==> src/hw/rtl/ajrb_ram.sv <==
`timescale 1ns / 1ps
// Generic simple dual-port RAM with one write port and a registered read port.
module ajrb_ram #(
   parameter int WIDTH = 8,
   parameter int DEPTH = 256
) (
   input  logic                     clock,
   input  logic                     wr_en,
   input  logic [$clog2(DEPTH)-1:0] wr_addr,
   input  logic [WIDTH-1:0]         wr_data,
   input  logic                     rd_en,
   input  logic [$clog2(DEPTH)-1:0] rd_addr,
   output logic [WIDTH-1:0]         rd_data
);

   logic [WIDTH-1:0] mem_ff [DEPTH];
   logic [WIDTH-1:0] rd_data_ff;

   always_ff @(posedge clock) begin
      if (wr_en) begin
         mem_ff[wr_addr] <= wr_data;
      end
      if (rd_en) begin
         rd_data_ff <= mem_ff[rd_addr];
      end
   end

   assign rd_data = rd_data_ff;

endmodule

==> config.mk <==
export PLATFORM = sky130hd
export DESIGN_NAME = ajrb_ram
export DESIGN_NICKNAME = d
export VERILOG_FILES = /design/src/hw/rtl/ajrb_ram.sv
export SDC_FILE = /design/constraint.sdc
export NUM_CORES = 2
export LEC_CHECK = 0
export BUFFER_PORTS_ARGS = -buffer_cell sky130_fd_sc_hd__buf_2
export CAP_MARGIN = 20
export CORE_ASPECT_RATIO = 1.5
export CORE_UTILIZATION = 50
export CTS_BUF_LIST = sky130_fd_sc_hd__clkbuf_16
export DETAILED_ROUTE_END_ITERATION = 10
export PLACE_DENSITY = 0.65
export SLEW_MARGIN = 20
export SYNTH_ARGS = -nofsm -noshare
export SYNTH_HDL_FRONTEND = slang
export SYNTH_SLANG_ARGS = --single-unit
==> constraint.sdc <==
create_clock -name clock -period 4.9 [get_ports clock]
set_input_delay 0.245 -clock clock [delete_from_list [all_inputs] [get_ports clock]]
set_output_delay 0.245 -clock clock [all_outputs]
set_load 0.1 [all_outputs]
==> impl_metrics.ini <==
[power_and_ir_drop]
p_leak_uw = 0.0269
total_power_uw = 34500
ir_drop_mv = 0.396
cellPowerDensity_nw_per_um2 = 394

[route]
first_iter_violations = 4185
dr.pass1.iters = 6
routed_wl_um = 194000
vias = 38282
antenna_left = 0
viasPerCell = 6.33
post_drt_wl_per_cell_um = 32.2
drc = 0

[sta]
fmax_mhz = 321
hold_violations = 0
min_period_over_period_pct = 63.7
slew_headroom_pct = 14.6
finalSetupTns_ns = 0
setup_viol = 0
finClkSkew_ns = 0.0474
worst_slew_pin_slew_ns = 1.28
timing.hold.ws_ns = 0.00882
finalMaxSlewViolations = 0
grt_setup_unrepaired = false
fin_crit_ns = 3.12

[critical_path]
critPathCaptureType = register
cp-startpoint = mem_ff[211][3]
cp_data_arrival_time_ns = 3.67
r2r_end = rd_data[3]
ff2ff_setup_slack_ns = 1.78
worstSetupStartpointType = register
path_class = register to register
crit_end = rd_data[3]
worstPathRequired_ns = 5.45
rr_worst_depth = 6
regToRegStartpoint = mem_ff[211][3]
cp_max_fo = 1

[placement]
gp_congestion = 0.849
dp_hpwl_um = 123000
io_buffer_count = 34

[yosys]
synth_nets = 3760
synthDistinctLibCells = 54
syn_area_um2 = 79600
yosys-top-cells-area = edfxtp_1 (78%), mux4_2 (13%), mux2i_1 (1.7%)
yosysWarningCount = 0
synth_seq_area_share_pct = 77.5
yosys_register_bits = 2056
ys.flop_type = edfxtp_1
yosys.area.top_type_share_pct = 77.5
synth_area_per_cell_um2 = 21.3
async_reset_ff_share_pct = 0
synthCells = 3733
yosys.area.top_type = edfxtp_1
synth-edff-count = 2056

[die]
start_util_pct = 50.3
fp.dieArea_um2 = 161000
die_width_um = 328
fp.dieH_um = 491
ioPinCount = 35
rows = 179
coreArea_um2 = 158000

[clocking]
postCtsSetupRepairBufs = 0
post_cts_resized = 0
cts-root-buf = clkbuf_16
cts_tree = built
clock_sinks = 2056
clockBufferDepth = 3
clk_pin_slew_ns = 0.06
h-tree-depth = 4
insertion_delay_ns = 0.84
numCtsBuffers = 176

[cells_and_area]
final_util_pct = 55.3
drive_gt1_share_pct = 21.5
n_fill_cell = 11621
area_growth_pct = 10.0
layout.nets = 3855

[run]
max_cap_violations = 0

[global_routing]
grt_usage_pct = 24.4
antenna_found_initial = 11
grt_pass1_vias = 38634
grt_max_degree = 151
grt_overflow_total = 0
grt_pass1_wl_um = 279000

[hold_path]
hold_path.class = input pin to register

[run_status]
outcome = completed
[per-layer routing]
metal  global-route usage [%]  vias to the layer above  share of wire (%)
li1                         -                    15862                  -
met1                     31.4                    20367                 37
met2                     41.4                     1680                 52
met3                     3.86                      361                7.1
met4                     10.1                       12                4.0
met5                        0                        -              0.040
[cell usage after synthesis, drive strengths merged, types with 31 or more instances]
master	n
edfxtp	2056
mux4	456
nor2	282
mux2i	134
a22oi	133
buf	122
clkbuf	111
a21oi	96
o221ai	47
nand3	34
nand2	33
nor2b	31
[logic make-up (layout without fill, tap and decap cells)]
group | count (synthesis) | count (layout) | synth area share [%]
AO/OA/AOI/OAI | 385 | 385 | 3.42
buffers and inverters | 235 | 462 | 1.83
flip-flops | 2056 | 2056 | 77.5
multiplexers | 591 | 591 | 14.6
other | 0 | 4 | 0
AND/OR/NAND/NOR | 466 | 466 | 2.63
[placed cells by master, fill, tap and decap left out, types with 10 or more instances in the layout]
master	netlist	final
a22oi_1	133	133
buf_4	27	95
nand3_1	34	32
o221ai_1	46	46
clkinv_2	0	28
bufinv_16	0	10
edfxtp_1	2056	2056
clkbuf_16	0	180
buf_8	13	10
o21ai_0	10	10
o22ai_1	28	28
nand4_1	10	10
a21oi_1	96	96
nor2b_1	31	28
nor3_1	22	22
nor2_1	282	279
nand2_1	33	33
buf_12	8	19
clkinv_1	1	49
nor4_1	24	22
mux4_2	454	454
mux2i_1	134	134
o211ai_1	10	10
buf_2	31	22
a221oi_1	13	13
inv_1	1	33
a211oi_1	16	16
[state kept, by name, summed over array words and instances, names as in the netlist]
register / count
mem_ff: 2048
rd_data: 8
[stage by stage]
step	cells	area, um^2	setup slack [ns]
CTS	6041	87600	1.75
floorplan	3733	79600	2.58
global placement	5727	82200	0.986
detailed placement	5727	82200	0.915
global route	6042	87600	1.70
finish	6045	87600	1.78
[worst min-delay path by stage]
stage,to,from,cells after the start
final,mem_ff[92][7],wr_data[7],1
after global routing,mem_ff[92][7],wr_data[7],1
after CTS,mem_ff[88][6],wr_data[6],1
after detailed placement,rd_data[3],rd_en,1
after global placement,rd_data[5],rd_en,1
after floorplan,mem_ff[0][0],wr_data[0],0
[final cells by class]
type | count | area, um^2 | area share [%]
flip-flops and latches | 2056 | 61700 | 70.5
inverters | 2 | 7.51 | 0.00857
clock buffers | 180 | 4500 | 5.14
repair buffers | 150 | 1390 | 1.59
multi-input cells | 1442 | 16500 | 18.8
well taps | 2081 | 2600 | 2.97
clock inverters | 130 | 861 | 0.982
diodes | 4 | 10.0 | 0.0114
[power by group]
| group | total (uW) | internal [uW] | leakage (uW) | switching, uW |
|---|---|---|---|---|
| sequential | 19400 | 19400 | 0.0185 | 18.8 |
| combinational | 1790 | 589 | 0.00561 | 1200 |
| clock | 13300 | 7160 | 0.00276 | 6170 |
| total | 34500 | 27100 | 0.0269 | 7390 |
[critical path, cell delays in order (launching register included)]
cell,delay (ns)
edfxtp_1,0.35
mux4_2,0.51
a22o_1,0.27
a221oi_1,0.77
o32ai_1,0.22
nor3_1,0.60
nor4_1,0.14
[timing repair]
action                     CTS  global route
hold endpoints to repair    41             0
setup endpoints to repair    0             0
hold buffers                 4             0
No activity file was read; power rests on OpenSTA's default activity.
