$ cat src/hw/rtl/ajrb_pkg.sv
`timescale 1ns / 1ps
// Shared constants, codes and types of the audio jitter ring buffer.
package ajrb_pkg;

   localparam int RING_DEPTH = 32768;
   localparam int PREFILL    = 4410;
   localparam int BLOCK_MAX  = 64;

   // The ring depth is a power of two, so pointers wrap by truncation.
   localparam int ADDR_W    = $clog2(RING_DEPTH);
   localparam int LEVEL_W   = $clog2(RING_DEPTH + 1);
   localparam int REG_W     = 16;
   localparam int CMP_W     = (LEVEL_W > REG_W) ? LEVEL_W : REG_W;
   localparam int SAMPLE_W  = 24;
   localparam int FRAME_W   = 4 * SAMPLE_W;
   localparam int BLOCK_W   = 7;
   localparam int CSR_IDX_W = 2;

   // Up to two commands queued and one streaming.
   localparam int QUEUE_DEPTH = 2;
   localparam int PEND_W      = $clog2((QUEUE_DEPTH + 1) * BLOCK_MAX + 1);

   localparam int PREFILL_LEVEL = (PREFILL > RING_DEPTH) ? RING_DEPTH : PREFILL;

   localparam logic [REG_W-1:0] TARGET_RESET = 16'd4410;
   localparam logic [REG_W-1:0] HIGH_RESET   = 16'd8820;
   localparam logic [REG_W-1:0] TRIM_RESET   = 16'd441;

   localparam logic [CSR_IDX_W-1:0] REG_TARGET = 2'd0;
   localparam logic [CSR_IDX_W-1:0] REG_HIGH   = 2'd1;
   localparam logic [CSR_IDX_W-1:0] REG_TRIM   = 2'd2;

   localparam logic MODE_PUSH = 1'b0;
   localparam logic MODE_PULL = 1'b1;

   typedef enum logic {
      FRONT_IDLE,
      FRONT_TRIM
   } front_state_type;

   typedef enum logic {
      BACK_IDLE,
      BACK_RUN
   } back_state_type;

   typedef struct packed {
      logic [ADDR_W-1:0]  base;
      logic [BLOCK_W-1:0] frames;
      logic               silent;
      logic [REG_W-1:0]   level;
   } cmd_type;

   typedef struct packed {
      logic               en;
      logic [ADDR_W-1:0]  addr;
      logic [FRAME_W-1:0] data;
   } ram_wr_type;

   typedef struct packed {
      logic full;
      logic empty;
   } queue_status_type;

endpackage

$ cat src/hw/rtl/ajrb_cmd_queue.sv
`timescale 1ns / 1ps
// Two-entry command queue between the front and back parts.
module ajrb_cmd_queue (
   input  logic                      clock,
   input  logic                      reset,
   input  logic                      push,
   input  ajrb_pkg::cmd_type         push_cmd,
   input  logic                      pop,
   output ajrb_pkg::cmd_type         head,
   output ajrb_pkg::queue_status_type status
);

   localparam int PTR_W = $clog2(ajrb_pkg::QUEUE_DEPTH);
   localparam int CNT_W = $clog2(ajrb_pkg::QUEUE_DEPTH + 1);

   ajrb_pkg::cmd_type entry_ff [ajrb_pkg::QUEUE_DEPTH];
   logic [PTR_W-1:0]  wr_ptr_ff, wr_ptr_in;
   logic [PTR_W-1:0]  rd_ptr_ff, rd_ptr_in;
   logic [CNT_W-1:0]  count_ff, count_in;

   always_comb begin
      wr_ptr_in = wr_ptr_ff;
      rd_ptr_in = rd_ptr_ff;
      count_in  = count_ff;
      if (push) begin
         wr_ptr_in = wr_ptr_ff + PTR_W'(1);
      end
      if (pop) begin
         rd_ptr_in = rd_ptr_ff + PTR_W'(1);
      end
      if (push && !pop) begin
         count_in = count_ff + CNT_W'(1);
      end else if (pop && !push) begin
         count_in = count_ff - CNT_W'(1);
      end
   end

   always_ff @(posedge clock) begin
      if (reset) begin
         wr_ptr_ff <= '0;
         rd_ptr_ff <= '0;
         count_ff  <= '0;
      end else begin
         wr_ptr_ff <= wr_ptr_in;
         rd_ptr_ff <= rd_ptr_in;
         count_ff  <= count_in;
      end
   end

   always_ff @(posedge clock) begin
      if (push) begin
         entry_ff[wr_ptr_ff] <= push_cmd;
      end
   end

   assign head         = entry_ff[rd_ptr_ff];
   assign status.full  = (count_ff == CNT_W'(ajrb_pkg::QUEUE_DEPTH));
   assign status.empty = (count_ff == '0);

endmodule

$ cat config.mk
export PLATFORM = sky130hd
export DESIGN_NAME = ajrb_cmd_queue
export DESIGN_NICKNAME = d
export VERILOG_FILES = /design/src/hw/rtl/ajrb_pkg.sv /design/src/hw/rtl/ajrb_cmd_queue.sv
export SDC_FILE = /design/constraint.sdc
export NUM_CORES = 1
export LEC_CHECK = 0
export BUFFER_PORTS_ARGS = -buffer_cell sky130_fd_sc_hd__buf_2
export CORE_ASPECT_RATIO = 1.4
export CORE_MARGIN = 1.5
export CORE_UTILIZATION = 53
export CTS_CLUSTER_SIZE = 16
export DETAILED_ROUTE_END_ITERATION = 8
export PLACE_DENSITY = 0.81
export SETUP_SLACK_MARGIN = 0.2
export SKIP_CTS_REPAIR_TIMING = 1
export SLEW_MARGIN = 20
export SYNTH_ARGS = -nofsm -noshare
export SYNTH_HDL_FRONTEND = slang
export SYNTH_SLANG_ARGS = --single-unit
$ cat constraint.sdc
create_clock -name clock -period 4.6 [get_ports clock]
set_clock_uncertainty 0.15 [all_clocks]
set_input_delay 0.69 -clock clock [delete_from_list [all_inputs] [get_ports clock]]
set_output_delay 0.69 -clock clock [all_outputs]
set_load 0.005 [all_outputs]
==> reports/metrics.cfg <==
[route]
wl_per_cell_um=15.5
num_vias=1543
route.detailed.drc=0
drtIter0Drc=74
viasPerCell=5.03
ant_nets=0
drt_wl_total_um=4750
firstDrtPassIters=4

[cts]
cts_root_buf=clkbuf_8
cts_tree=built
cts_sinks=83
cts_max_level=3
numCtsBuffers=9
clk_latency_ps=330
clk_pin_slew_worst_paths_ps=70
cts_buffer_depth=2

[global_routing]
grtUsageTotal=0.165
grt_pass1_vias=1602
grtUsageMet1=0.177
grt_pass1_wl_um=7220
grt_use_met2=0.283
gr-total-overflow=0
grt_use_met3=0.0479
grt_antenna_before_repair=0
busiest_layer=met2
grt_max_degree=40

[power]
power_uw=1590
leakagePower_uw=0.00142
ir_worst_vdd_mv=0.303
powerDensity_nw_per_um2=427

[synth]
synth_top_family_by_area=multiplexers
yosysTopAreaCellShare=0.776
synth-seq-cells=83
synth_top_area_cell=edfxtp_1
synth_xor_area_frac=0.0116
ys_seq_area_frac=0.809
syn_inst=143
synthMuxAreaShare=0.146
yosys_warnings=0
synth_compound_area_frac=0.00332
synth_nets=187
synth_area_um2=3020
synth.distinct_cells=17
synth_area_leaders=edfxtp_1, mux2_2, dfxtp_1
synth-simple-area-share=0.0153
synthAdderAreaFrac=0.00415
syn_area_per_cell_um2=21.1

[floorplan]
io-pin-count=84
core_area_um2=5490
die_x_um=66.8
die_h_um=92.3
dieArea_um2=6160
rows=32
initial_core_util=0.550

[sta]
setup_violations=0
fin_crit_sh=0.584
relSlewSlack=0.371
setup_tns_ps=0
drv_slew=0
rsz0062_at_grt=no
tightest_slew_ps=944
fmax_mhz=372
hold_violations=0
period_needed_ps=2690

[critical_path]
cp.required_ps=3760
critPathMaxFanout=39
critPathLaunchType=register
worstSetupPathType=reg -> out
cp_slowest_cell=dfxtp_2
slowest_delay_ps=940
crit_chain=mux2_2, buf_2
worstSetupEndpointType=output port
worstPathArrival_ps=1850

[layout]
layout.nets=278
layout-drive-gt1-share=0.586
antenna_cells=0
syn_to_final_growth_pct=23.8

[worst_hold_path]
hold_class=reg -> reg

[outcome]
status=complete, no violations

[place]
place.gp.congestion=0.686
port_buffers=83
dp_hpwl_um=3030

[job]
drv_cap=0

==> sequential cells by signal (all words and copies together) (netlist names), named ones only <==
signal / flops
entry_ff: 78
count_ff: 2
rd_ptr_ff: 1
wr_ptr_ff: 1
==> area by class of cell <==
type                    instances  area (um2)
flip-flops and latches         83        2440
repair buffers                 84         443
clock buffers                  10         128
fillers                       387        1750
well taps                      68        85.1
multi-input cells              55         552
inverters                       1        3.75
clock inverters                 6        80.1
==> logic make-up (layout without fill, tap and decap cells) <==
family,after synthesis,count (layout)
buffers and inverters,5,101
DFF,83,83
muxes,39,39
and+or+nand+nor,9,9
AOI/OAI and AO/OA,2,2
adders and majority gates,1,1
xor gates and xnor gates,4,4
==> layout by cell type (no fill, tap or decap) <==
cell	count
a21oi_1	1
and2_2	1
and2b_2	1
buf_16	1
buf_2	83
bufinv_16	2
clkbuf_1	1
clkbuf_8	9
clkinv_1	2
clkinv_2	1
clkinvlp_4	1
dfxtp_1	4
dfxtp_2	1
edfxtp_1	78
ha_1	1
inv_1	1
mux2_2	39
nor2_1	5
nor2b_4	1
o21ai_0	1
or3_1	1
xnor2_1	2
xor2_1	2
==> metrics by stage <==
step	utilization	instances	hold slack, ps	cell area [um2]	setup slack [ps]
floorplan	-	143	311	3020	1570
global placement	0.638	290	330	3500	2240
detailed placement	0.638	290	358	3500	2230
CTS	0.676	306	367	3710	1870
global route	0.681	307	368	3730	1800
finish	0.681	307	369	3730	1910
==> layer usage <==
metal	vias up	wire length (um)
li1	737	-
met5	-	0
met3	7	234
met4	0	89
met1	756	1800
met2	43	2620
==> final timing paths <==
check              startpoint              end  slack (ps)  cells after the start
hold reg to reg   count_ff[1]      count_ff[1]         370                      2
setup / recovery     register         head[33]        1910                      2
setup reg to reg    wr_ptr_ff  entry_ff[1][33]        2810                      1
hold / removal    count_ff[1]      count_ff[1]         370                      2
==> cells in the mapped netlist <==
| library cell | instances |
|---|---|
| edfxtp_1 | 78 |
| mux2_2 | 39 |
| dfxtp_1 | 5 |
| nor2_1 | 5 |
| buf_2 | 2 |
| xnor2_1 | 2 |
| xor2_1 | 2 |
| a21oi_1 | 1 |
| and2_1 | 1 |
| and2b_2 | 1 |
| buf_4 | 1 |
| buf_6 | 1 |
| ha_1 | 1 |
| inv_1 | 1 |
| nor2b_1 | 1 |
| o21ai_0 | 1 |
| or3_1 | 1 |
==> power breakdown <==
group / internal [uW] / switching, uW
Clock: 301 / 233
Sequential: 879 / 26.2
Combinational: 88.2 / 65.6
Total: 1270 / 325
==> critical path: cells and delay by family (launching register included) <==
kind	cells	cell delay, ps
buffers and inverters	1	130
muxes	1	440
DFF	1	940
(Power assumes the default switching activity.)
