$ cat config.mk
export PLATFORM = sky130hd
export DESIGN_NAME = ajrb_back
export DESIGN_NICKNAME = d
export VERILOG_FILES = /design/src/hw/rtl/ajrb_pkg.sv /design/src/hw/rtl/ajrb_back.sv
export SDC_FILE = /design/constraint.sdc
export NUM_CORES = 1
export LEC_CHECK = 0
export ABC_CLOCK_PERIOD_IN_PS = 10400
export BUFFER_PORTS_ARGS = -buffer_cell sky130_fd_sc_hd__clkbuf_2
export CAP_MARGIN = 40
export CORE_AREA = 5 5 108 110
export CTS_CLUSTER_DIAMETER = 60
export DETAILED_ROUTE_END_ITERATION = 16
export DIE_AREA = 0 0 113 115
export PLACE_DENSITY = 0.72
export SYNTH_ARGS = -nofsm -noshare
export SYNTH_HDL_FRONTEND = slang
export SYNTH_SLANG_ARGS = --single-unit
$ cat constraint.sdc
create_clock -name clock -period 10.4 [get_ports clock]
set_clock_uncertainty 0.2 [all_clocks]
set_input_delay 1.04 -clock clock [delete_from_list [all_inputs] [get_ports clock]]
set_output_delay 1.04 -clock clock [all_outputs]
set_load 0.01 [all_outputs]
$ cat src/hw/rtl/ajrb_pkg.sv
`timescale 1ns / 1ps
// Shared constants, codes and types of the audio jitter ring buffer.
package ajrb_pkg;

   localparam int RING_DEPTH = 32768;
   localparam int PREFILL    = 4410;
   localparam int BLOCK_MAX  = 64;

   // The ring depth is a power of two, so pointers wrap by truncation.
   localparam int ADDR_W    = $clog2(RING_DEPTH);
   localparam int LEVEL_W   = $clog2(RING_DEPTH + 1);
   localparam int REG_W     = 16;
   localparam int CMP_W     = (LEVEL_W > REG_W) ? LEVEL_W : REG_W;
   localparam int SAMPLE_W  = 24;
   localparam int FRAME_W   = 4 * SAMPLE_W;
   localparam int BLOCK_W   = 7;
   localparam int CSR_IDX_W = 2;

   // Up to two commands queued and one streaming.
   localparam int QUEUE_DEPTH = 2;
   localparam int PEND_W      = $clog2((QUEUE_DEPTH + 1) * BLOCK_MAX + 1);

   localparam int PREFILL_LEVEL = (PREFILL > RING_DEPTH) ? RING_DEPTH : PREFILL;

   localparam logic [REG_W-1:0] TARGET_RESET = 16'd4410;
   localparam logic [REG_W-1:0] HIGH_RESET   = 16'd8820;
   localparam logic [REG_W-1:0] TRIM_RESET   = 16'd441;

   localparam logic [CSR_IDX_W-1:0] REG_TARGET = 2'd0;
   localparam logic [CSR_IDX_W-1:0] REG_HIGH   = 2'd1;
   localparam logic [CSR_IDX_W-1:0] REG_TRIM   = 2'd2;

   localparam logic MODE_PUSH = 1'b0;
   localparam logic MODE_PULL = 1'b1;

   typedef enum logic {
      FRONT_IDLE,
      FRONT_TRIM
   } front_state_type;

   typedef enum logic {
      BACK_IDLE,
      BACK_RUN
   } back_state_type;

   typedef struct packed {
      logic [ADDR_W-1:0]  base;
      logic [BLOCK_W-1:0] frames;
      logic               silent;
      logic [REG_W-1:0]   level;
   } cmd_type;

   typedef struct packed {
      logic               en;
      logic [ADDR_W-1:0]  addr;
      logic [FRAME_W-1:0] data;
   } ram_wr_type;

   typedef struct packed {
      logic full;
      logic empty;
   } queue_status_type;

endpackage

$ cat src/hw/rtl/ajrb_back.sv
`timescale 1ns / 1ps
// Back part: streams one frame per cycle for each queued pull command.
module ajrb_back (
   input  logic                                   clock,
   input  logic                                   reset,
   input  ajrb_pkg::cmd_type                      q_head,
   input  ajrb_pkg::queue_status_type             q_status,
   output logic                                   q_pop,
   input  logic [ajrb_pkg::LEVEL_W-1:0]           low_written,
   output logic                                   frame_taken,
   output logic                                   rd_en,
   output logic [ajrb_pkg::ADDR_W-1:0]            rd_addr,
   input  logic [ajrb_pkg::FRAME_W-1:0]           rd_data,
   output logic                                   rsp_valid,
   output logic signed [ajrb_pkg::SAMPLE_W-1:0]   rsp_out_ch0,
   output logic signed [ajrb_pkg::SAMPLE_W-1:0]   rsp_out_ch1,
   output logic signed [ajrb_pkg::SAMPLE_W-1:0]   rsp_out_ch2,
   output logic signed [ajrb_pkg::SAMPLE_W-1:0]   rsp_out_ch3,
   output logic                                   rsp_silent,
   output logic                                   rsp_block_last,
   output logic [ajrb_pkg::REG_W-1:0]             rsp_level_after
);

   localparam int AW = ajrb_pkg::ADDR_W;
   localparam int LW = ajrb_pkg::LEVEL_W;
   localparam int BW = ajrb_pkg::BLOCK_W;
   localparam int SW = ajrb_pkg::SAMPLE_W;

   ajrb_pkg::back_state_type state_ff, state_in;
   ajrb_pkg::cmd_type        cmd_ff, cmd_in;
   logic [BW-1:0]            idx_ff, idx_in;

   logic                       s1_valid_ff, s1_valid_in;
   logic                       s1_last_ff, s1_last_in;
   logic                       s1_silent_ff, s1_silent_in;
   logic                       s1_zero_ff, s1_zero_in;
   logic [ajrb_pkg::REG_W-1:0] s1_level_ff, s1_level_in;

   logic last;
   logic prefill_slot;

   assign last    = (idx_ff + BW'(1)) == cmd_ff.frames;
   assign rd_addr = cmd_ff.base + AW'(idx_ff);

   // A prefill slot not yet overwritten since reset still reads as silence.
   assign prefill_slot = (LW'(rd_addr) < LW'(ajrb_pkg::PREFILL_LEVEL))
                         && (LW'(rd_addr) >= low_written);

   always_comb begin
      state_in     = state_ff;
      cmd_in       = cmd_ff;
      idx_in       = idx_ff;
      q_pop        = 1'b0;
      rd_en        = 1'b0;
      s1_valid_in  = 1'b0;
      s1_last_in   = last;
      s1_silent_in = cmd_ff.silent;
      s1_zero_in   = cmd_ff.silent || prefill_slot;
      s1_level_in  = cmd_ff.level;

      case (state_ff)
         ajrb_pkg::BACK_IDLE: begin
            if (!q_status.empty) begin
               q_pop    = 1'b1;
               cmd_in   = q_head;
               idx_in   = '0;
               state_in = ajrb_pkg::BACK_RUN;
            end
         end
         ajrb_pkg::BACK_RUN: begin
            rd_en       = !cmd_ff.silent;
            s1_valid_in = 1'b1;
            if (last) begin
               if (!q_status.empty) begin
                  q_pop  = 1'b1;
                  cmd_in = q_head;
                  idx_in = '0;
               end else begin
                  state_in = ajrb_pkg::BACK_IDLE;
               end
            end else begin
               idx_in = idx_ff + BW'(1);
            end
         end
         default: begin
            state_in = ajrb_pkg::BACK_IDLE;
         end
      endcase
   end

   assign frame_taken = rd_en;

   always_ff @(posedge clock) begin
      if (reset) begin
         state_ff    <= ajrb_pkg::BACK_IDLE;
         s1_valid_ff <= 1'b0;
      end else begin
         state_ff    <= state_in;
         s1_valid_ff <= s1_valid_in;
      end
   end

   always_ff @(posedge clock) begin
      cmd_ff       <= cmd_in;
      idx_ff       <= idx_in;
      s1_last_ff   <= s1_last_in;
      s1_silent_ff <= s1_silent_in;
      s1_zero_ff   <= s1_zero_in;
      s1_level_ff  <= s1_level_in;
   end

   assign rsp_valid       = s1_valid_ff;
   assign rsp_out_ch0     = s1_zero_ff ? '0 : $signed(rd_data[SW-1:0]);
   assign rsp_out_ch1     = s1_zero_ff ? '0 : $signed(rd_data[2*SW-1:SW]);
   assign rsp_out_ch2     = s1_zero_ff ? '0 : $signed(rd_data[3*SW-1:2*SW]);
   assign rsp_out_ch3     = s1_zero_ff ? '0 : $signed(rd_data[4*SW-1:3*SW]);
   assign rsp_silent      = s1_silent_ff;
   assign rsp_block_last  = s1_last_ff;
   assign rsp_level_after = s1_level_ff;

endmodule

==> impl_metrics.ini, run 1 <==
[grt]
grt_usage_pct = 23.5
overflow = 0
grt_pass1_vias = 3620
grt_pass1_wl_um = 22600
grt_max_degree = 95
antenna_found_initial = 2

[yosys]
synth_edf_count = 39
ys_seq_area_share_pct = 47.2
ys_seq_elements = 67
syn_avg_cell_area_um2 = 10.6
synthCells = 346
ys_types = 47
synthArstFlopShare_pct = 0
synthesis.nets = 525
synth_area_um2 = 3670
yosysWarnings = 0
synthFlopType = edfxtp_1

[drt]
drcViolationCount = 0
vias_per_cell = 4.73
drtPass1Iterations = 4
drt_iter0_markers = 327
drt_wl_total_um = 15700
ant_nets = 0
vias = 3683
routedWlPerCell_um = 20.2

[sta]
period_minus_slack_ns = 3.90
tightest_slew_ns = 0.903
period_share_pct = 37.5
setup_viol = 0
max_slew_margin_pct = 39.8
report.final.hold_viol_count = 0
rsz0062_at_grt = false
fin_setup_tns_ns = 0
drv_slew = 0
fin_hold_ws_ns = 0.139
max_freq_mhz = 257

[power_and_ir_drop]
irDropWorstVdd_mv = 0.128
p_leak_nw = 2.78
pwr_density_cell_nw_per_um2 = 126

[clocking]
postCtsSetupRepairBufs = 0
h-tree-depth = 3
cts.path.max_buffers = 2
ctsRootBufferMaster = clkbuf_8
path_clk_slew_ns = 0.06
cts.repair.resized = 0
numCtsBuffers = 9
tritoncts = yes
worstSkewPairLatency_ns = 0.33
hold_buffers = 0
clock-sinks = 67

[critical_path]
cp_top_family = adder cells
crit_type = reg -> out
slowest_stage = dfxtp_1
required_ns = 9.16
startpoint_type = flop
worst_ep_arrival_time_ns = 2.66
crit_chain = ha_1 > fa_1 > a211oi_2 > o21ai_1 > nor3b_2 > nand3_1 > xnor2_1 > clkbuf_2
crit_fanout = 6
end_kind = primary output
cpPeakStageDelay_ns = 0.50
timing.critical_path.buf_inv = 1

[layout]
final_common_cell = clkbuf_2
drive_gt1_share_pct = 48.5
nets = 811
mostFrequentLayoutCells = 286 x clkbuf_2, 98 x nor2b_1, 39 x edfxtp_1
syn2layout_area_growth_pct = 48.7

[floorplanning]
die_w_um = 113
io_pins = 288
die_area_um2 = 13000
rows = 38
core-area_um2 = 10600
start_util_pct = 34.6
die_height_um = 115

[run_status]
outcome = completed

[min_path]
hold_path_class = reg -> reg

[flow_run]
drv_cap = 0

[placement]
gp_congestion = 0.956
hpwl_um = 13800
numPortBuffers = 286
## registers in the layout, indices dropped and copies added, names as in the netlist, 7 cells and up
name	count
rsp_level_after	16
s1_level_in	16
idx_ff	7
cmd_ff	22
## worst reg2reg max path: cells and delay by family (launching register included)
kind	cells	cell delay, ns
AOI/OAI and AO/OA	6	1.13
adders and majority gates	3	0.80
and+or+nand+nor	3	0.70
DFF	1	0.50
xor gates and xnor gates	1	0.22
## path summary, 6_finish.rpt
path	start	end	slack (ns)	cells after the start
max	idx_ff[0]	rd_addr[14]	6.50	8
min	s1_level_in[2]	rsp_level_after[2]	0.14	0
max reg2reg	idx_ff[0]	s1_zero_ff	6.74	13
min reg2reg	s1_level_in[2]	rsp_level_after[2]	0.14	0
## cell type report
| cell class | count | area (um2) |
|---|---|---|
| antenna | 2 | 5.00 |
| clock buffer | 13 | 149 |
| clock inverter | 3 | 38.8 |
| fill | 994 | 5140 |
| inverter | 20 | 75.1 |
| multi-input combinational | 246 | 1820 |
| sequential | 67 | 1730 |
| tap | 140 | 175 |
| timing repair buffer | 288 | 1470 |
## Yosys cell counts (all sizes together) (2+ instances only)
cell / instances / area share, %
a211oi: 4 / 0.95
a21o: 2 / 0.41
a21oi: 7 / 0.95
and3: 6 / 1.2
buf: 2 / 0.41
clkbuf: 11 / 1.1
dfxtp: 28 / 15
edfxtp: 39 / 32
ha: 23 / 7.8
inv: 20 / 2.0
mux2i: 3 / 0.82
nand2: 17 / 1.7
nand3: 7 / 0.95
nor2: 13 / 1.3
nor2b: 98 / 17
o2111a: 3 / 0.92
o2111ai: 2 / 0.48
o211ai: 2 / 0.41
o21a: 2 / 0.41
o21ai: 12 / 1.6
o2bb2ai: 2 / 0.48
xnor2: 11 / 2.6
xnor3: 3 / 1.8
xor2: 10 / 2.4
## logic make-up after synthesis
family	share of synthesized area, %
and+or+nand+nor	23.7
adders and majority gates	8.38
muxes	1.12
xor gates and xnor gates	6.85
DFF	47.2
buffers and inverters	3.58
AOI/OAI and AO/OA	9.20
## per-layer routing
layer  vias up  GRT usage, %  routed length (um)
li1       1759             -                   -
met5         -             0                  13
met4         2          4.09                 101
met2       190          37.6                7110
met3        11          6.58                1320
met1      1721          32.4                7170
## metrics by stage
stage / area (um2) / worst slack (ns) / power, mW / instances / util (%)
2_1_floorplan: 3670 / 6.40 / 0.403 / 346 / -
3_3_place_gp: 5240 / 6.84 / 0.487 / 760 / 49.4
3_5_place_dp: 5270 / 6.81 / 0.492 / 761 / 49.7
4_1_cts: 5450 / 6.52 / 0.696 / 777 / 51.4
5_1_grt: 5450 / 6.33 / 0.725 / 777 / 51.4
6_report: 5460 / 6.50 / 0.689 / 779 / 51.5
## power breakdown
part / switching, mW / leakage (nW) / total (mW) / internal, mW
Clock: 0.0866 / 0.0951 / 0.203 / 0.116
Combinational: 0.0988 / 2.08 / 0.178 / 0.0795
Sequential: 0.00944 / 0.605 / 0.307 / 0.298
Total: 0.195 / 2.78 / 0.689 / 0.494
(Power assumes the default switching activity.)
==> run 2: changes to the inputs <==
- ABC_AREA: unset -> 1
- ABC_CLOCK_PERIOD_IN_PS: 10400 -> 3650
- CORE_AREA: 5 5 108 110 -> 5 5 110 112
- DIE_AREA: 0 0 113 115 -> 0 0 115 117
- PLACE_DENSITY: 0.72 -> 0.74
- clock period: 10.4 -> 3.65 ns (I/O delays scaled with it)
==> impl_metrics.ini, run 2 <==
[placement]
gp_congestion = 0.848
hpwl_um = 11200
pre_cts_ws_ns = 0.517
numPortBuffers = 286
placed_cell_area_um2 = 5620

[floorplanning]
die_w_um = 115
die_area_um2 = 13500
start_util_pct = 36.4
die_height_um = 117
io_pins = 288
rows = 39
core-area_um2 = 11100

[yosys]
synth_area_um2 = 4050
yosysTopAreaCellShare_pct = 28.9
ys_seq_elements = 67
syn_avg_cell_area_um2 = 7.27
synth-xor-area-share_pct = 1.85
synthTopCellsByArea = edfxtp_1 29%, inv_1 14%, dfxtp_1 14%, nor2_1 11%, nand2_1 8.5%
yosysWarnings = 0
synthTopCellsByCount = 154 x inv_1, 123 x nor2_1, 92 x nand2_1, 39 x edfxtp_1, 28 x dfxtp_1
synthSimpleGateAreaFrac_pct = 27.8
synthArstFlopShare_pct = 0
ys_types = 36
synthMostInstantiatedCell = inv_1
synth_adder_area_share_pct = 7.60
synth_top_family_by_area = simple AND/OR/NAND/NOR gates
synthFlopType = edfxtp_1
yosysTopAreaCell = edfxtp_1
ys_seq_area_share_pct = 42.8
synth_compound_area_share_pct = 3.62
synth.area.mux_share_pct = 0
synthesis.nets = 736
synth_edf_count = 39
synthCells = 557

[drt]
dr_wl_met2_um = 5860
ant_nets = 0
drtPass1Iterations = 5
drcViolationCount = 0
drt-met1-wl_um = 5440
vias_per_cell = 4.21
top_layer = met4
routedWlPerCell_um = 13.3
drt_iter0_markers = 176
wl_met3_um = 1790
drt_wl_total_um = 13200
vias = 4176

[layout]
syn2layout_area_growth_pct = 47.4
diodes = 0
drive_gt1_share_pct = 38.0
regMostFlops = cmd_ff
fin_util_pct = 53.6
final_common_cell = clkbuf_2
largest_reg_flops = 22
final_cell_area_um2 = 5970
mostFrequentLayoutCells = 286 x clkbuf_2, 154 x inv_1, 123 x nor2_1
nets = 1023

[clocking]
cts.path.max_buffers = 2
worstSkewPairLatency_ns = 0.33
numCtsBuffers = 9
path_clk_slew_ns = 0.06
cts.repair.resized = 0
ctsRootBufferMaster = clkbuf_16
tritoncts = yes
clock-sinks = 67
h-tree-depth = 3

[sta]
period_share_pct = 85.1
max_slew_margin_pct = 69.7
period_minus_slack_ns = 3.11
max_freq_mhz = 322
finalWorstSetupSlack_ns = 0.543
report.final.hold_viol_count = 0
setup_viol = 0
drv_slew = 0
tightest_slew_ns = 0.454
fin_setup_tns_ns = 0
rsz0062_at_grt = false

[flow_run]
drv_cap = 0

[critical_path]
end_kind = flop
r2r_end = s1_zero_ff
reg2reg_from = idx_ff[0]
reg2reg_depth = 19
worst_ep_arrival_time_ns = 3.13
reg2reg_slack_ns = 0.54
crit_type = reg -> reg
crit_fanout = 7
required_ns = 3.67
startpoint_type = flop

[power_and_ir_drop]
irDropWorstVdd_mv = 0.371
pwr_density_cell_nw_per_um2 = 382
total_power_mw = 2.28
p_leak_nw = 3.68

[grt]
antenna_found_initial = 0
grt_pass1_vias = 3659
overflow = 0
grt_pass1_wl_um = 18600
grt_usage_pct = 17.9
grt_max_degree = 97

[run_status]
outcome = completed

[min_path]
hold_path_class = in -> reg
min_path_cells = 1
whs_endpoint = cmd_ff[19]
holdCritStartpoint = q_head[19]
[run 2: cell count changes in the layout (fill, tap and decap cells not counted), sizes merged, moves of 6 or more]
cell	change
nand3	+24
nor2	+112
a21oi	+6
o21ai	-7
inv	+137
xnor2	-10
nor2b	-98
nand2	+79
and3	-6
[run 2: layer usage]
layer | vias to the layer above | global-route usage [%]
met5 | - | 0
met4 | 0 | 3.29
met3 | 11 | 9.25
met2 | 183 | 27.1
met1 | 1757 | 23.3
li1 | 2225 | -
[run 2: how the worst max path moves through the flow]
stage / slack [ns] / from / depth (start not counted) / to
floorplan: 0.52 / idx_ff[1] / 11 / cmd_ff[17]
global route: 0.22 / idx_ff[0] / 19 / s1_zero_ff
global placement: 0.58 / idx_ff[0] / 19 / s1_zero_ff
detailed placement: 0.52 / idx_ff[0] / 19 / s1_zero_ff
CTS: 0.51 / idx_ff[0] / 19 / s1_zero_ff
finish: 0.54 / idx_ff[0] / 19 / s1_zero_ff
[run 2: kinds of logic after synthesis]
| logic type | Yosys count |
|---|---|
| buf+inv | 170 |
| compound gates | 23 |
| fa+ha+maj | 24 |
| xor+xnor | 7 |
| flops | 67 |
| simple gates | 266 |
[run 2: where the power goes]
| part | internal (mW) | total [mW] | switching, mW |
|---|---|---|---|
| registers | 0.849 | 0.876 | 0.0275 |
| clock network | 0.574 | 0.901 | 0.326 |
| logic | 0.215 | 0.501 | 0.286 |
| total | 1.64 | 2.28 | 0.640 |
[run 2: repair_timing]
| action | CTS | global route |
|---|---|---|
| hold endpoints to repair | 1 | 2 |
| setup buffers | 0 | 0 |
| hold buffers | 1 | 2 |
[run 2: stage by stage]
stage / hold slack [ns] / std cells
floorplan: 0.123 / 557
global placement: 0.124 / 973
detailed placement: 0.127 / 973
CTS: 0.000570 / 990
global route: 0.00212 / 992
finish: 0.0116 / 992
[run 2: worst max-delay path: stages, from the launching register on]
cell and delay [ns]:
dfxtp_1 0.38, ha_1 0.27, fa_1 0.44, nand3_1 0.13
nand2_1 0.08, nand2_1 0.07, nand2_1 0.09, nand2_1 0.10
nand2_1 0.07, nand2_1 0.07, xor2_1 0.25, ha_1 0.29
nand3_1 0.11, a21oi_1 0.05, nor2_1 0.09, nand2_1 0.06
a21oi_1 0.13, nor2_1 0.05, nand2_1 0.06, nand2_1 0.04
[run 2: area by class of cell]
class / count / area (um2)
Tap cell: 143 / 179
Inverter: 155 / 582
Clock inverter: 6 / 68.8
Fill cell: 1085 / 5160
Multi-Input combinational cell: 320 / 1660
Clock buffer: 10 / 250
Sequential cell: 67 / 1730
Timing Repair Buffer: 291 / 1490
==> run 3: changes to the inputs <==
- CELL_PAD_IN_SITES_DETAIL_PLACEMENT: unset -> 0
- CELL_PAD_IN_SITES_GLOBAL_PLACEMENT: unset -> 1
- CORE_AREA: 5 5 110 112 -> unset
- CORE_MARGIN: unset -> 5
- CORE_UTILIZATION: unset -> 27
- DIE_AREA: 0 0 115 117 -> unset
- PLACE_DENSITY: 0.74 -> unset
- PLACE_DENSITY_LB_ADDON: unset -> 0.1
==> impl_metrics.ini, run 3 (synthesis results as in run 2) <==
[run_status]
outcome = completed

[grt]
overflow = 0
grt_usage_pct = 15.6
grt_max_degree = 97
grt_pass1_wl_um = 22000
antenna_found_initial = 1
grt_pass1_vias = 4019

[sta]
tightest_slew_ns = 0.900
report.final.hold_viol_count = 0
rsz0062_at_grt = false
max_slew_margin_pct = 40.0
fin_setup_tns_ns = 0
period_share_pct = 88.0
drv_slew = 0
setup_viol = 0
max_freq_mhz = 311
period_minus_slack_ns = 3.21

[drt]
drt_wl_total_um = 14200
ant_nets = 0
routedWlPerCell_um = 13.5
drcViolationCount = 0
vias_per_cell = 4.08
vias = 4301
drt_iter0_markers = 152
drtPass1Iterations = 4

[critical_path]
worst_ep_arrival_time_ns = 3.23
startpoint_type = flop
crit_type = reg -> reg
end_kind = flop
required_ns = 3.67
crit_fanout = 7

[power_and_ir_drop]
irDropWorstVdd_mv = 0.418
p_leak_nw = 3.77
total_power_mw = 2.35
pwr_density_cell_nw_per_um2 = 378

[floorplanning]
rows = 44
die_height_um = 132
die_w_um = 132
start_util_pct = 27.6
die_area_um2 = 17500
core-area_um2 = 14600
io_pins = 288

[layout]
mostFrequentLayoutCells = 286 x clkbuf_2, 154 x inv_1, 123 x nor2_1
fillers = 1516
layoutNonFillerInstCount = 1053
diodes = 0
final_common_cell = clkbuf_2
regMostFlops = cmd_ff
largest_reg_flops = 22
syn2layout_area_growth_pct = 53.5
nets = 1043
drive_gt1_share_pct = 37.3

[placement]
numPortBuffers = 286
gp_congestion = 0.836
hpwl_um = 11800
placed_cells = 1015

[clocking]
tritoncts = yes
path_clk_slew_ns = 0.06
clock-sinks = 67
cts.repair.resized = 0
h-tree-depth = 3
ctsRootBufferMaster = clkbuf_16
cts.path.max_buffers = 2
numCtsBuffers = 9
worstSkewPairLatency_ns = 0.33

[min_path]
hold_path_class = in -> reg

[flow_run]
drv_cap = 0
## run 3: final timing paths
kind             startpoint                 end  slack, ns  cells past startpoint
max               idx_ff[0]          s1_zero_ff       0.44                     19
min reg2reg  s1_level_in[1]  rsp_level_after[1]       0.14                      0
max reg2reg       idx_ff[0]          s1_zero_ff       0.44                     19
min              q_head[30]          cmd_ff[30]       0.01                      1
## run 3: cell type report
cell class | count | area (um2) | share of cell area (%)
Clock buffer | 9 | 225 | 3.62
Clock inverter | 7 | 106 | 1.71
Inverter | 155 | 582 | 9.36
Tap cell | 184 | 230 | 3.70
Timing Repair Buffer | 311 | 1670 | 26.9
Multi-Input combinational cell | 320 | 1660 | 26.8
Sequential cell | 67 | 1730 | 27.9
## run 3: power by group
group | internal [mW] | switching (mW) | leakage [nW] | total [mW]
clock | 0.611 | 0.348 | 0.163 | 0.959
combinational | 0.227 | 0.285 | 3.00 | 0.512
sequential | 0.848 | 0.0271 | 0.605 | 0.875
## run 3: per-stage QoR
| step | util, % | worst slack, ns | hold WS, ns | instance area (um2) |
|---|---|---|---|---|
| 3_5_place_dp | 38.7 | 0.408 | 0.128 | 5660 |
| 6_report | 42.4 | 0.436 | 0.0130 | 6210 |
| 5_1_grt | 42.4 | 0.134 | 0.000177 | 6210 |
| 4_1_cts | 42.2 | 0.383 | 0.000452 | 6180 |
| 2_1_floorplan | - | 0.520 | 0.123 | 4050 |
| 3_3_place_gp | 38.7 | 0.425 | 0.125 | 5660 |
## run 3: repair_timing
action,CTS,global route
hold buffers,19,3
buffers inserted,0,0
endpoints found under the hold margin,19,3
## run 3: worst max-delay path: stages (launching register included)
cell and delay (ns):
dfxtp_1 0.38, ha_1 0.27, fa_1 0.45, nand3_1 0.13, nand2_1 0.08, nand2_1 0.08
nand2_1 0.10, nand2_1 0.10, nand2_1 0.07, nand2_1 0.07, xor2_1 0.29, ha_1 0.29
nand3_1 0.11, a21oi_1 0.05, nor2_1 0.09, nand2_1 0.06, a21oi_1 0.12, nor2_1 0.05
nand2_1 0.07, nand2_1 0.05
## run 3: per-layer routing
layer	part of all wire (%)	GRT usage [%]	up-vias
met3	7.9	4.67	14
li1	-	-	2261
met5	0.091	0	-
met4	1.1	3.46	2
met2	52	28.2	175
met1	39	18.2	1849
